**src/dit_pkg.sv**
```systemverilog
// Shared types and constants for the dual interval timer and port chip.
// No dependencies; imported by dit_timer and the top level.
`default_nettype none

package dit_pkg;

	typedef enum logic [1:0] {
		OP_WRITE = 2'd0,
		OP_READ  = 2'd1,
		OP_TICK  = 2'd2,
		OP_NONE  = 2'd3
	} op_t;

	localparam logic [3:0] REG_PORT_A  = 4'd0;
	localparam logic [3:0] REG_PORT_B  = 4'd1;
	localparam logic [3:0] REG_TA_LO   = 4'd4;
	localparam logic [3:0] REG_TA_HI   = 4'd5;
	localparam logic [3:0] REG_TB_LO   = 4'd6;
	localparam logic [3:0] REG_TB_HI   = 4'd7;
	localparam logic [3:0] REG_ICR     = 4'd13;
	localparam logic [3:0] REG_CRA     = 4'd14;
	localparam logic [3:0] REG_CRB     = 4'd15;

	localparam logic [7:0] PORT_RESET  = 8'hff;

	// Control bits of the timer control registers
	localparam int CR_START_BIT = 0;
	localparam int CR_LOAD_BIT  = 4;
	localparam int CR_SRC_LSB   = 5;
	localparam int ICR_SET_BIT  = 7;

	// Commands from the register decode to a timer for the item in the input stage
	typedef struct packed {
		logic        wr_lo;     // write low latch byte
		logic        wr_hi;     // write high latch byte
		logic        load;      // force latch into counter
		logic        ie_wr;     // update interrupt enable
		logic        ie_val;
		logic [7:0]  data;
		logic        tick;      // counting tick for this timer
		logic [31:0] elapsed;
	} tmr_ctl_t;

endpackage

`default_nettype wire

```
**src/dit_timer.sv**
```systemverilog
// One 16-bit down-counting interval timer with latch, interrupt enable and sticky flag.
// Depends on dit_pkg (tmr_ctl_t).
`default_nettype none

module dit_timer
	import dit_pkg::*;
(
	input  wire logic        clk,
	input  wire logic        arst_n,
	input  wire logic        en,      // stage advances this cycle
	input  wire tmr_ctl_t    ctl,
	output logic [15:0]      count,
	output logic             flag,
	output logic             nmi
);

	logic [15:0] latch_q;
	logic [15:0] count_q;
	logic        ie_q;
	logic        flag_q;
	logic        reached;
	logic        fire;

	// count <= elapsed, without a full 32-bit compare
	assign reached = (ctl.elapsed[31:16] != 16'd0) || (count_q <= ctl.elapsed[15:0]);
	assign fire    = ctl.tick && reached;
	assign nmi     = fire && ie_q;
	assign count   = count_q;
	assign flag    = flag_q;

	always_ff @(posedge clk or negedge arst_n) begin
		if (!arst_n) begin
			latch_q <= 16'd0;
			count_q <= 16'd0;
			ie_q    <= 1'b0;
			flag_q  <= 1'b0;
		end else if (en) begin
			if (ctl.wr_lo) begin
				latch_q[7:0] <= ctl.data;
			end
			if (ctl.wr_hi) begin
				latch_q[15:8] <= ctl.data;
			end
			if (ctl.ie_wr) begin
				ie_q <= ctl.ie_val;
			end
			if (ctl.load) begin
				count_q <= latch_q;
			end else if (fire) begin
				count_q <= latch_q;
			end else if (ctl.tick) begin
				count_q <= count_q - ctl.elapsed[15:0];
			end
			if (nmi) begin
				flag_q <= 1'b1;
			end
		end
	end

endmodule

`default_nettype wire

```
**src/dual_interval_timer_port_chip_top.sv**
```systemverilog
// Top level of the dual interval timer and port chip: input stage, register decode,
// read mux and result register. Depends on dit_pkg and dit_timer.
`default_nettype none

// Each input transfer is a register write, a register read, a tick or a no-op. The
// block takes one transfer per clock while in_stall is low: an item is captured in
// the input stage, and when the stage advances all register and timer state is
// updated and the result (read_data, nmi_pulses) lands in the result register.
// The rate is set by the state update of the timer stage (one 32-bit elapsed
// subtract, then a compare and a 16-bit subtract per timer). The result register
// parts the two sides: a new item is taken while a finished result waits, and
// in_stall rises only when the stage is full and its result cannot move out.
// Every item yields exactly one result; writes and ticks read back zero, reads and
// writes report zero NMI pulses. Interrupt flags are sticky until reset.
module dual_interval_timer_port_chip_top
	import dit_pkg::*;
(
	input  wire logic        clk,
	input  wire logic        arst_n,
	// input channel
	input  wire logic        in_valid,
	output logic             in_stall,
	input  wire logic [1:0]  operation,
	input  wire logic [3:0]  reg_index,
	input  wire logic [7:0]  write_data,
	input  wire logic [31:0] cycle_count,
	// result channel
	output logic             out_valid,
	input  wire logic        out_stall,
	output logic [7:0]       read_data,
	output logic [1:0]       nmi_pulses
);

	// Input stage
	logic        valid_s1;
	op_t         op_s1;
	logic [3:0]  reg_s1;
	logic [7:0]  wdata_s1;
	logic [31:0] cyc_s1;

	// Architectural state outside the timers
	logic [7:0]  port_a_q;
	logic [7:0]  port_b_q;
	logic        run_a_q;
	logic        run_b_q;
	logic        src_a_q;
	logic [1:0]  src_b_q;
	logic [31:0] last_cyc_q;

	// Result register
	logic        out_valid_q;
	logic [7:0]  read_data_q;
	logic [1:0]  nmi_q;

	logic        adv;
	logic        in_xfer;
	logic        is_wr;
	logic        is_rd;
	logic        is_tick;
	logic [31:0] elapsed;
	tmr_ctl_t    ctl_a;
	tmr_ctl_t    ctl_b;
	logic [15:0] count_a;
	logic [15:0] count_b;
	logic        flag_a;
	logic        flag_b;
	logic        nmi_a;
	logic        nmi_b;
	logic [7:0]  rd_mux;

	// Stage moves when the result register is empty or draining this cycle
	assign adv      = valid_s1 && (!out_valid_q || !out_stall);
	assign in_stall = valid_s1 && !adv;
	assign in_xfer  = in_valid && !in_stall;

	always_ff @(posedge clk or negedge arst_n) begin
		if (!arst_n) begin
			valid_s1 <= 1'b0;
		end else if (in_xfer) begin
			valid_s1 <= 1'b1;
		end else if (adv) begin
			valid_s1 <= 1'b0;
		end
	end

	always_ff @(posedge clk) begin
		if (in_xfer) begin
			op_s1    <= op_t'(operation);
			reg_s1   <= reg_index;
			wdata_s1 <= write_data;
			cyc_s1   <= cycle_count;
		end
	end

	assign is_wr   = (op_s1 == OP_WRITE);
	assign is_rd   = (op_s1 == OP_READ);
	assign is_tick = (op_s1 == OP_TICK);
	assign elapsed = cyc_s1 - last_cyc_q;

	// Timer commands; only processor-clock sources count
	always_comb begin
		ctl_a         = '0;
		ctl_a.data    = wdata_s1;
		ctl_a.elapsed = elapsed;
		ctl_a.wr_lo   = is_wr && (reg_s1 == REG_TA_LO);
		ctl_a.wr_hi   = is_wr && (reg_s1 == REG_TA_HI);
		ctl_a.load    = is_wr && (reg_s1 == REG_CRA) && wdata_s1[CR_LOAD_BIT];
		ctl_a.ie_wr   = is_wr && (reg_s1 == REG_ICR) && wdata_s1[0];
		ctl_a.ie_val  = wdata_s1[ICR_SET_BIT];
		ctl_a.tick    = is_tick && run_a_q && !src_a_q;

		ctl_b         = '0;
		ctl_b.data    = wdata_s1;
		ctl_b.elapsed = elapsed;
		ctl_b.wr_lo   = is_wr && (reg_s1 == REG_TB_LO);
		ctl_b.wr_hi   = is_wr && (reg_s1 == REG_TB_HI);
		ctl_b.load    = is_wr && (reg_s1 == REG_CRB) && wdata_s1[CR_LOAD_BIT];
		ctl_b.ie_wr   = is_wr && (reg_s1 == REG_ICR) && wdata_s1[1];
		ctl_b.ie_val  = wdata_s1[ICR_SET_BIT];
		ctl_b.tick    = is_tick && run_b_q && (src_b_q == 2'd0);
	end

	dit_timer u_timer_a (
		.clk    (clk),
		.arst_n (arst_n),
		.en     (adv),
		.ctl    (ctl_a),
		.count  (count_a),
		.flag   (flag_a),
		.nmi    (nmi_a)
	);

	dit_timer u_timer_b (
		.clk    (clk),
		.arst_n (arst_n),
		.en     (adv),
		.ctl    (ctl_b),
		.count  (count_b),
		.flag   (flag_b),
		.nmi    (nmi_b)
	);

	// Ports, control bits and tick reference
	always_ff @(posedge clk or negedge arst_n) begin
		if (!arst_n) begin
			port_a_q   <= PORT_RESET;
			port_b_q   <= PORT_RESET;
			run_a_q    <= 1'b0;
			run_b_q    <= 1'b0;
			src_a_q    <= 1'b0;
			src_b_q    <= 2'd0;
			last_cyc_q <= 32'd0;
		end else if (adv) begin
			if (is_wr) begin
				case (reg_s1)
					REG_PORT_A: begin
						port_a_q <= wdata_s1;
					end
					REG_PORT_B: begin
						port_b_q <= wdata_s1;
					end
					REG_CRA: begin
						run_a_q <= wdata_s1[CR_START_BIT];
						src_a_q <= wdata_s1[CR_SRC_LSB];
					end
					REG_CRB: begin
						run_b_q <= wdata_s1[CR_START_BIT];
						src_b_q <= wdata_s1[CR_SRC_LSB +: 2];
					end
					default: begin
					end
				endcase
			end
			if (is_tick) begin
				last_cyc_q <= cyc_s1;
			end
		end
	end

	// Read mux; inert registers read zero
	always_comb begin
		rd_mux = 8'd0;
		if (is_rd) begin
			case (reg_s1)
				REG_PORT_A: rd_mux = port_a_q;
				REG_PORT_B: rd_mux = port_b_q;
				REG_TA_LO:  rd_mux = count_a[7:0];
				REG_TA_HI:  rd_mux = count_a[15:8];
				REG_TB_LO:  rd_mux = count_b[7:0];
				REG_TB_HI:  rd_mux = count_b[15:8];
				REG_ICR:    rd_mux = {(flag_a || flag_b), 5'd0, flag_b, flag_a};
				default:    rd_mux = 8'd0;
			endcase
		end
	end

	// Result register
	always_ff @(posedge clk or negedge arst_n) begin
		if (!arst_n) begin
			out_valid_q <= 1'b0;
		end else if (adv) begin
			out_valid_q <= 1'b1;
		end else if (!out_stall) begin
			out_valid_q <= 1'b0;
		end
	end

	always_ff @(posedge clk) begin
		if (adv) begin
			read_data_q <= rd_mux;
			nmi_q       <= {1'b0, nmi_a} + {1'b0, nmi_b};
		end
	end

	assign out_valid  = out_valid_q;
	assign read_data  = read_data_q;
	assign nmi_pulses = nmi_q;

endmodule

`default_nettype wire

```
**config.mk**
```make
export PLATFORM = sky130hd
export DESIGN_NAME = dual_interval_timer_port_chip_top
export DESIGN_NICKNAME = d
export VERILOG_FILES = /design/src/dit_pkg.sv /design/src/dit_timer.sv /design/src/dual_interval_timer_port_chip_top.sv
export SDC_FILE = /design/constraint.sdc
export NUM_CORES = 1
export LEC_CHECK = 0
export ABC_AREA = 1
export BUFFER_PORTS_ARGS = -buffer_cell sky130_fd_sc_hd__buf_2
export CORE_MARGIN = 3
export CORE_UTILIZATION = 62
export CTS_CLUSTER_DIAMETER = 40
export DETAILED_ROUTE_END_ITERATION = 7
export PLACE_DENSITY = 0.81
export SLEW_MARGIN = 10
export SYNTH_ARGS = -nofsm -noshare
export SYNTH_HDL_FRONTEND = slang
export SYNTH_SLANG_ARGS = --single-unit
```
**constraint.sdc**
```tcl
create_clock -name clk -period 4 [get_ports clk]
set_input_delay 1 -clock clk [delete_from_list [all_inputs] [get_ports clk]]
set_output_delay 1 -clock clk [all_outputs]
set_load 0.005 [all_outputs]
```
==> flow_summary.yaml, run 1 <==
global_routing:
  grt_pass1_wl_um: 49570
  grt_start_max_net_pins: 60
  grt_use_total_pct: 31.41
  grt_pass1_vias: 9778
  grt_overflow: 0
  antenna_found_initial: 2
setup_path:
  crit_required_ns: 4.19
  cpPeakStageDelay_ns: 0.42
  cp_num_buf_inv: 2
  critPathMostFrequentCell: "nand2_1"
  cp.arrival_ns: 3.90
  crit_type: "flop to flop"
  crit_path_start_kind: "flop"
  crit_family: "simple AND/OR/NAND/NOR gates"
  worst_path_max_delay_cell: "fa_1"
  cp_max_fo: 18
  end_kind: "flop"
  cp_cell_sequence: "inv_1 > ha_1 > fa_1 > inv_1 > nand3_1 > nand3_1 > nand2_1 > nand2_1 > nand2_1 > nand2_1 > xnor2_1 > ha_1 > nand2_1 > nor3_2 > nand3_1 > nand3_1 > nand3_2 > nand2_8 > nor2_1 > ha_1"
pwr:
  power_density_mw_per_mm2: 703.7
  p_leak_nw: 6.446
  irDropWorstVdd_v: 0.0004626
sta:
  fin_crit_sh_pct: 92.75
  period_minus_slack_ns: 3.710
  finalSetupViolations: 0
  tightest_slew_ns: 1.113
  drv_slew: 0
  fin_skew_ns: 0.01690
  hold_viol: 0
  fin_setup_tns_ns: 0
  slew_headroom_pct: 25.82
  fmax_mhz: 269.5
  worst_slack_ns: 0.2899
detailed_routing:
  ant_nets: 0
  post-route-drc-count: 0
  wl_per_cell_um: 16.98
  first_pass_iters: 5
  wirelength_um: 31490
  via_per_inst: 5.656
  dr_total_vias: 10490
  initialDrtViolationCount: 1039
clock_tree:
  clk_pin_slew_ns: 0.07
  cts_buffer_depth: 2
  hold_buffers: 0
  cts_made_buffers: 17
  h-tree-depth: 4
  cts_root_buffer: "clkbuf_16"
  cts_tree: "done"
  insertion_delay_ns: 0.44
  clock-sinks: 179
placement:
  dpl.hpwl_um: 23910
  gp_congestion: 0.9887
  port_buffers: 61
  place_ws_ns: 0.2108
logic_synthesis:
  synthTopCellsByArea: "dfrtp_1 23%, nand2_1 17%, edfxtp_1 15%"
  synth-seq-area-share_pct: 41.91
  syn_avg_cell_area_um2: 7.391
  yosysTopAreaCell: "dfrtp_1"
  netlist_top_cells_count: "524 x nand2_1, 254 x inv_1, 127 x nand3_1, 107 x dfrtp_1, 98 x o21ai_0"
  yosys_most_used_dff: "dfrtp_1"
  synthCells: 1543
  syn_area_mm2: 0.01140
  synth.most_common_cell: "nand2_1"
  synth_fp_nets: 1656
  async_flop_share_pct: 68.72
  synth_top_cell_area_share_pct: 23.48
  synth-edff-count: 56
  yosys_warnings: 0
  ys_seq_elements: 179
  synthDistinctLibCells: 42
finish:
  n_fill_cell: 1434
  fin_nets: 1729
  area_growth_pct: 10.92
  diodes: 0
  drive_above_1_share_pct: 9.761
floorplan:
  die_h_um: 141.6
  dieArea_mm2: 0.02006
  core_area_mm2: 0.01766
  die-width_um: 141.6
  rows: 48
  ios: 62
  start_util_pct: 64.59
worst_hold_path:
  min_path_type: "flop to flop"
run:
  cap_violations: 0
outcome:
  status: "finished clean"
## metrics by stage
stage                     cells  cell area, um2  hold slack, ns  utilization [%]  power [mW]
final                      1854           12650          0.4583            71.64       8.902
after global routing       1854           12650          0.4809            71.64       9.560
after CTS                  1852           12600          0.4602            71.35       8.759
after detailed placement   1820           12000          0.4450            67.98       7.049
after global placement     1820           12000          0.4393            67.98       6.988
after floorplan            1543           11400          0.4281                -       5.817
## power by group
group	internal (mW)	switching (mW)
logic	1.70	2.99
clock network	0.842	0.852
registers	2.25	0.263
## final cells by class
| class | count | area, um2 | area share [%] |
|---|---|---|---|
| inverters | 258 | 968.4 | 7.656 |
| clock inverters | 14 | 165.2 | 1.306 |
| flip-flops and latches | 179 | 4780 | 37.78 |
| clock buffers | 18 | 429.2 | 3.393 |
| well taps | 225 | 281.5 | 2.226 |
| multi-input cells | 1084 | 5593 | 44.21 |
| repair buffers | 76 | 432.9 | 3.422 |
## final timing paths
kind,depth (start not counted),startpoint,slack (ns),end
setup / recovery,20,cyc_s1[0]$_DFFE_PP_,0.29,nmi_pulses[0]$_DFFE_PP_
hold / removal,1,u_timer_b.flag$_DFFE_PN0P_,0.46,u_timer_b.flag$_DFFE_PN0P_
setup reg to reg,20,cyc_s1[0]$_DFFE_PP_,0.29,nmi_pulses[0]$_DFFE_PP_
hold reg to reg,1,u_timer_b.flag$_DFFE_PN0P_,0.46,u_timer_b.flag$_DFFE_PN0P_
max in group asynchronous,2,arst_n,2.59,last_cyc_q[22]$_DFFE_PN0P_
min in group asynchronous,1,arst_n,0.62,u_timer_a.latch_q[0]$_DFFE_PN0P_
## worst register-to-register path: stages, from the launching register on
cell,delay [ns]
edfxtp_1,0.33
inv_1,0.06
ha_1,0.22
fa_1,0.42
inv_1,0.15
nand3_1,0.09
nand3_1,0.14
nand2_1,0.07
nand2_1,0.14
nand2_1,0.07
nand2_1,0.11
xnor2_1,0.13
ha_1,0.35
nand2_1,0.11
nor3_2,0.20
nand3_1,0.11
nand3_1,0.11
nand3_2,0.13
nand2_8,0.16
nor2_1,0.09
ha_1,0.29
## flip-flops by register name, summed over array words and instances, names as in the netlist, 2 cells and up
signal	count
cyc_s1	32
last_cyc_q	32
u_timer_a.count	16
u_timer_a.latch_q	16
u_timer_b.count	16
u_timer_b.latch_q	16
port_a_q	8
port_b_q	8
read_data	8
wdata_s1	8
reg_s1	4
nmi_pulses	2
op_s1	2
src_b_q	2
## layer usage
layer | up-vias | GRT usage, % | wire, um
met5 | - | 0 | 27
met4 | 4 | 8.384 | 629
met3 | 59 | 7.685 | 3258
met2 | 463 | 46.38 | 13580
met1 | 4864 | 46.61 | 13990
li1 | 5096 | - | -
## logic make-up (layout without fill, tap and decap cells)
kind of cell | count (synthesis) | after routing | synth area share [%]
multiplexers | 1 | 1 | 0.09873
AO/OA/AOI/OAI | 186 | 186 | 9.051
buffers and inverters | 280 | 366 | 9.435
adder cells (fa/ha/maj) | 63 | 63 | 7.109
flip-flops | 179 | 179 | 41.91
XOR/XNOR | 36 | 36 | 2.765
AND/OR/NAND/NOR | 798 | 798 | 29.63
## what timing repair did
action | in CTS | in global routing
resized for setup | 0 | 6
endpoints found under the setup margin | 0 | 31
buffers inserted | 0 | 2
## placed cells by master, fill, tap and decap left out, types with 3 or more instances in the layout
cell type,n
clkbuf_16,17
xnor2_1,22
nor2_1,79
inv_1,253
dfrtp_1,107
inv_8,3
nand3_1,127
xor2_1,14
edfxtp_1,56
clkinv_8,5
o21ai_0,98
clkinv_1,4
nand4_1,24
ha_1,60
o21bai_1,4
a21o_1,3
nand2_2,5
nand3_2,12
a221oi_1,8
clkinv_4,3
fa_1,3
a41oi_1,3
buf_4,15
nand2_1,524
buf_2,60
nor2_2,7
nor3_1,8
a21oi_1,54
dfstp_2,16
(Power assumes the default switching activity.)
==> inputs of run 2 (changes only) <==
- RECOVER_POWER: default -> 50
==> run 2 against run 1 <==
The run now ends with capacitance limit, slew limit left. Fmax hardly changed. Final area about the same. Setup slack improved by 0.0010 ns. First-iteration DRC count decreased by 0.87%. Critical path type unchanged. Critical endpoint unchanged. Highest routed layer unchanged.
==> flow_summary.yaml, run 2 (synthesis results as in run 1) <==
placement:
  dpl.hpwl_um: 23910
  place_ws_ns: 0.2108
  port_buffers: 61
  gp_congestion: 0.9887
  dpl.cell_count: 1820
  place_area_mm2: 0.01200
detailed_routing:
  post-route-drc-count: 0
  wirelength_um: 31490
  first_pass_iters: 6
  initialDrtViolationCount: 1030
  wl_per_cell_um: 16.99
  via_per_inst: 5.660
  dr_total_vias: 10490
  ant_nets: 0
setup_path:
  cp_cell_sequence: "ha_1 > nand2_1 > inv_1 > a21oi_1 > nand2_2 > nand2_1 > nand2_1 > xnor2_1 > ha_1 > inv_1 > o21ai_0 > inv_1 > nand2_1 > nand2_1 > nand3_1 > nand3_2 > nand2_8 > nor2_1 > ha_1"
  rr_endpoint: "nmi_pulses[0]$_DFFE_PP_"
  crit_required_ns: 4.18
  worst_path_max_delay_cell: "edfxtp_1"
  end_kind: "flop"
  cp.arrival_ns: 3.89
  crit_family: "simple AND/OR/NAND/NOR gates"
  crit_path_start_kind: "flop"
  cpPeakStageDelay_ns: 0.40
  regToRegSetupSlack_ns: 0.29
  crit_type: "flop to flop"
  critPathMostFrequentCell: "nand2_1"
  cp_max_fo: 18
  reg2reg_depth: 19
  cp_num_buf_inv: 3
  r2r_start: "cyc_s1[5]$_DFFE_PP_"
floorplan:
  dieArea_mm2: 0.02006
  rows: 48
  die-width_um: 141.6
  die_h_um: 141.6
  start_util_pct: 64.59
  core_area_mm2: 0.01766
  ios: 62
pwr:
  pwr-share-clk_pct: 19.0
  p_leak_nw: 6.430
  switchingPower_mw: 4.105
  irDropWorstVdd_v: 0.0004597
  pwr-share-seq_pct: 28.2
  power_mw: 8.901
  power_density_mw_per_mm2: 704.3
  p_sw_share_pct: 46.12
  internal-power_mw: 4.796
  comb_power_share_pct: 52.7
sta:
  worst_slack_ns: 0.2909
  holdWs_ns: 0.4591
  fin_crit_sh_pct: 92.73
  period_minus_slack_ns: 3.709
  slew_headroom_pct: -112.9
  finalSetupViolations: 0
  fmax_mhz: 269.6
  hold_viol: 0
  tightest_slew_ns: 3.194
  fin_skew_ns: 0.01691
  drv_slew: 59
finish:
  fin_area_mm2: 0.01264
  mostFrequentLayoutCell: "nand2_1"
  fin_nets: 1729
  final_cell_mix: "524 x nand2_1, 253 x inv_1, 127 x nand3_1, 107 x dfrtp_1, 98 x o21ai_0"
  diodes: 0
  reg_top3: "cyc_s1 (32), last_cyc_q (32)"
  drive_above_1_share_pct: 9.454
  area_growth_pct: 10.82
  fin_cells: 1854
global_routing:
  grt_overflow: 0
  grt_pass1_vias: 9778
  grt_start_max_net_pins: 60
  grt_pass1_wl_um: 49570
  grt_use_total_pct: 31.41
  antenna_found_initial: 2
clock_tree:
  cts_root_buffer: "clkbuf_16"
  hold_buffers: 0
  cts_tree: "done"
  insertion_delay_ns: 0.44
  cts_made_buffers: 17
  cts_buffer_depth: 2
  clock-sinks: 179
  h-tree-depth: 4
  clk_pin_slew_ns: 0.08
outcome:
  violations: "capacitance limit, slew limit"
  status: "finished with violations"
worst_hold_path:
  min_path_type: "flop to flop"
  hold_start: "u_timer_b.flag$_DFFE_PN0P_"
  hold_path_end: "u_timer_b.flag$_DFFE_PN0P_"
  hold_depth: 1
run:
  cap_violations: 1
run 2: changes by cell type in the layout (fill, tap and decap cells not counted), sizes merged:
cell | previous run | this run
buf | 76 | 70
clkbuf | 18 | 24
run 2: stage by stage:
| step | setup TNS, ns | util (%) |
|---|---|---|
| floorplan | 0 | - |
| global placement | 0 | 67.98 |
| detailed placement | 0 | 67.98 |
| CTS | 0 | 71.35 |
| global route | -0.04117 | 71.58 |
| finish | 0 | 71.58 |
run 2: layer usage:
| layer | vias to the layer above | part of all wire [%] | global-route usage [%] |
|---|---|---|---|
| met3 | 59 | 9.7 | 7.685 |
| met5 | - | 0.086 | 0 |
| met4 | 4 | 2.0 | 8.384 |
| met2 | 461 | 43 | 46.38 |
| li1 | 5090 | - | - |
| met1 | 4880 | 45 | 46.61 |
run 2: worst max-delay path by stage:
stage,start,slack [ns],to,cells after the start
after detailed placement,cyc_s1[0]$_DFFE_PP_,0.21,nmi_pulses[0]$_DFFE_PP_,20
after CTS,cyc_s1[0]$_DFFE_PP_,0.17,nmi_pulses[0]$_DFFE_PP_,20
final,cyc_s1[5]$_DFFE_PP_,0.29,nmi_pulses[0]$_DFFE_PP_,19
after global placement,cyc_s1[0]$_DFFE_PP_,0.35,nmi_pulses[0]$_DFFE_PP_,20
after global routing,cyc_s1[0]$_DFFE_PP_,-0.02,u_timer_b.count[13]$_DFFE_PN0P_,22
after floorplan,last_cyc_q[0]$_DFFE_PN0P_,0.72,nmi_pulses[0]$_DFFE_PP_,19
run 2: timing repair:
item | 4_1_cts | 5_1_grt
buffers inserted | 0 | 2
hold endpoints to repair | 0 | 0
setup endpoints to repair | 0 | 31
resized for setup | 0 | 6
run 2: layout make-up:
| type | count | area (um2) |
|---|---|---|
| Tap cell | 225 | 281.5 |
| Fill cell | 1439 | 5019 |
| Clock inverter | 14 | 165.2 |
| Inverter | 258 | 968.4 |
| Clock buffer | 18 | 429.2 |
| Timing Repair Buffer | 76 | 421.7 |
| Multi-Input combinational cell | 1084 | 5593 |
| Sequential cell | 179 | 4780 |
run 2: power by group through the flow:
| stage | logic [mW] | registers, mW | clock network, mW |
|---|---|---|---|
| floorplan | 3.39 | 2.43 | 0 |
| global placement | 4.46 | 2.53 | 0 |
| detailed placement | 4.51 | 2.53 | 0 |
| CTS | 4.56 | 2.50 | 1.70 |
| global route | 5.25 | 2.54 | 1.77 |
| finish | 4.69 | 2.51 | 1.69 |
==> inputs of run 3 (changes only) <==
- clock period: 4 -> 3.9 ns (I/O delays scaled with it)
==> run 3 against run 2 <==
The run still ends with capacitance limit, slew limit left. Worst hold slack got worse by 0.0030 ns. Register-to-register slack worse by 0.14 ns. Sequential cell count is the same. Total power rose by 2.8%. Clock skew rose by 0.00085 ns. Final area rose by 0.49%. Critical path type unchanged. Largest power group unchanged.
==> flow_summary.yaml, run 3 (synthesis results as in run 1) <==
setup_path:
  rr_endpoint: "u_timer_b.count[14]$_DFFE_PN0P_"
  cpPeakStageDelay_ns: 0.46
  end_kind: "flop"
  regToRegSetupSlack_ns: 0.15
  crit_path_start_kind: "flop"
  crit_required_ns: 4.27
  cp_cell_sequence: "ha_1 > nand2_1 > inv_1 > a21oi_1 > nand2_2 > xnor2_1 > ha_1 > nand2_1 > inv_1 > nand3_1 > o211ai_1 > nand3_1 > nand3_1 > nand3_2 > nand2_4 > buf_6 > nand2_8 > nand2_1 > nand3_1 > nand2_1"
  r2r_start: "cyc_s1[5]$_DFFE_PP_"
  cp.arrival_ns: 4.12
  worst_path_max_delay_cell: "xnor2_1"
  reg2reg_depth: 20
  crit_type: "flop to flop"
  cp_max_fo: 16
global_routing:
  grt_overflow: 0
  antenna_found_initial: 2
  grt_pass1_wl_um: 49510
  grt_start_max_net_pins: 57
  grt_pass1_vias: 9708
  grt_use_total_pct: 31.62
detailed_routing:
  first_pass_iters: 5
  initialDrtViolationCount: 1107
  wl_per_cell_um: 16.82
  via_per_inst: 5.648
  ant_nets: 0
  wirelength_um: 31280
  dr_total_vias: 10510
  post-route-drc-count: 0
clock_tree:
  h-tree-depth: 4
  cts_made_buffers: 17
  clock-sinks: 179
  cts_tree: "done"
  insertion_delay_ns: 0.45
  cts_root_buffer: "clkbuf_16"
  clk_pin_slew_ns: 0.08
  cts_buffer_depth: 2
pwr:
  power_density_mw_per_mm2: 720.3
  p_leak_nw: 6.473
  irDropWorstVdd_v: 0.0005124
  power_mw: 9.147
sta:
  holdWs_ns: 0.4561
  worst_slack_ns: 0.1510
  hold_viol: 0
  fin_setup_tns_ns: 0
  fin_crit_sh_pct: 96.13
  finalSetupViolations: 0
  slew_headroom_pct: -105.6
  fin_skew_ns: 0.01776
  tightest_slew_ns: 3.084
  period_minus_slack_ns: 3.749
  fmax_mhz: 266.7
  drv_slew: 56
floorplan:
  die_h_um: 141.6
  die-width_um: 141.6
  core_area_mm2: 0.01766
  rows: 48
  start_util_pct: 64.59
  dieArea_mm2: 0.02006
  ios: 62
placement:
  dpl.hpwl_um: 23950
  place_ws_ns: 0.2173
  place_area_mm2: 0.01202
  gp_congestion: 1.011
  port_buffers: 61
outcome:
  violations: "capacitance limit, slew limit"
  status: "finished with violations"
finish:
  diodes: 0
  final_cell_mix: "523 x nand2_1, 253 x inv_1, 127 x nand3_1, 107 x dfrtp_1, 98 x o21ai_0"
  reg_top3: "cyc_s1 (32), last_cyc_q (32)"
  n_fill_cell: 1467
  mostFrequentLayoutCell: "nand2_1"
  fin_area_mm2: 0.01270
  area_growth_pct: 11.36
  drive_above_1_share_pct: 10.03
  fin_nets: 1735
worst_hold_path:
  min_path_type: "flop to flop"
  hold_path_end: "out_valid$_DFFE_PN0P_"
  hold_start: "valid_s1$_DFFE_PN0P_"
  hold_depth: 2
run:
  cap_violations: 1
## run 3: cell types whose count changed in the layout (fill, tap and decap cells not counted), sizes merged
cell    change
clkbuf      -3
inv         +1
buf         +9
clkinv      -1
## run 3: metrics by stage
step / utilization, % / std cells
after floorplan: - / 1543
after global placement: 68.07 / 1822
after detailed placement: 68.07 / 1822
after CTS: 71.41 / 1854
after global routing: 71.92 / 1860
final: 71.92 / 1860
## run 3: timing repair
item	in CTS	in global routing
setup endpoints to repair	0	34
gates resized for setup	0	10
buffers inserted	0	6
hold buffers	0	0
## run 3: cell type report
class                   instances  area, um2  area share, %
clock buffers                  18      429.2          3.379
multi-input cells            1084       5608          44.16
flip-flops and latches        179       4780          37.64
repair buffers                 82      473.0          3.724
inverters                     258      968.4          7.626
clock inverters                14      160.2          1.261
well taps                     225      281.5          2.217
## run 3: how the worst max path moves through the flow
stage                                    startpoint                         endpoint  depth (start not counted)
after floorplan           last_cyc_q[0]$_DFFE_PN0P_          nmi_pulses[0]$_DFFE_PP_                         19
after global placement          cyc_s1[0]$_DFFE_PP_          nmi_pulses[0]$_DFFE_PP_                         20
after detailed placement  last_cyc_q[0]$_DFFE_PN0P_          nmi_pulses[0]$_DFFE_PP_                         19
after CTS                 last_cyc_q[0]$_DFFE_PN0P_  u_timer_b.count[14]$_DFFE_PN0P_                         22
after global routing            cyc_s1[2]$_DFFE_PP_  u_timer_b.count[14]$_DFFE_PN0P_                         22
final                           cyc_s1[5]$_DFFE_PP_  u_timer_b.count[14]$_DFFE_PN0P_                         20
## run 3: critical path, delay by kind of cell (launching register included)
kind,cells,cell delay (ns)
AO/OA/AOI/OAI,2,0.51
XOR/XNOR,1,0.46
adder cells (fa/ha/maj),2,0.69
buffers and inverters,3,0.32
flip-flops,1,0.39
AND/OR/NAND/NOR,12,1.30
## run 3: power by group
group          internal, mW  leakage (nW)  switching (mW)
Sequential             2.31          2.10           0.281
Clock                 0.862         0.287           0.855
Combinational          1.77          4.08            3.07
Total                  4.94          6.47            4.21
## run 3: routing by layer
layer  routed length [um]  GRT usage, %
met1                13890         45.71
met2                13700         47.70
met3                 3043         7.786
met4                  627         8.990
met5                   18             0
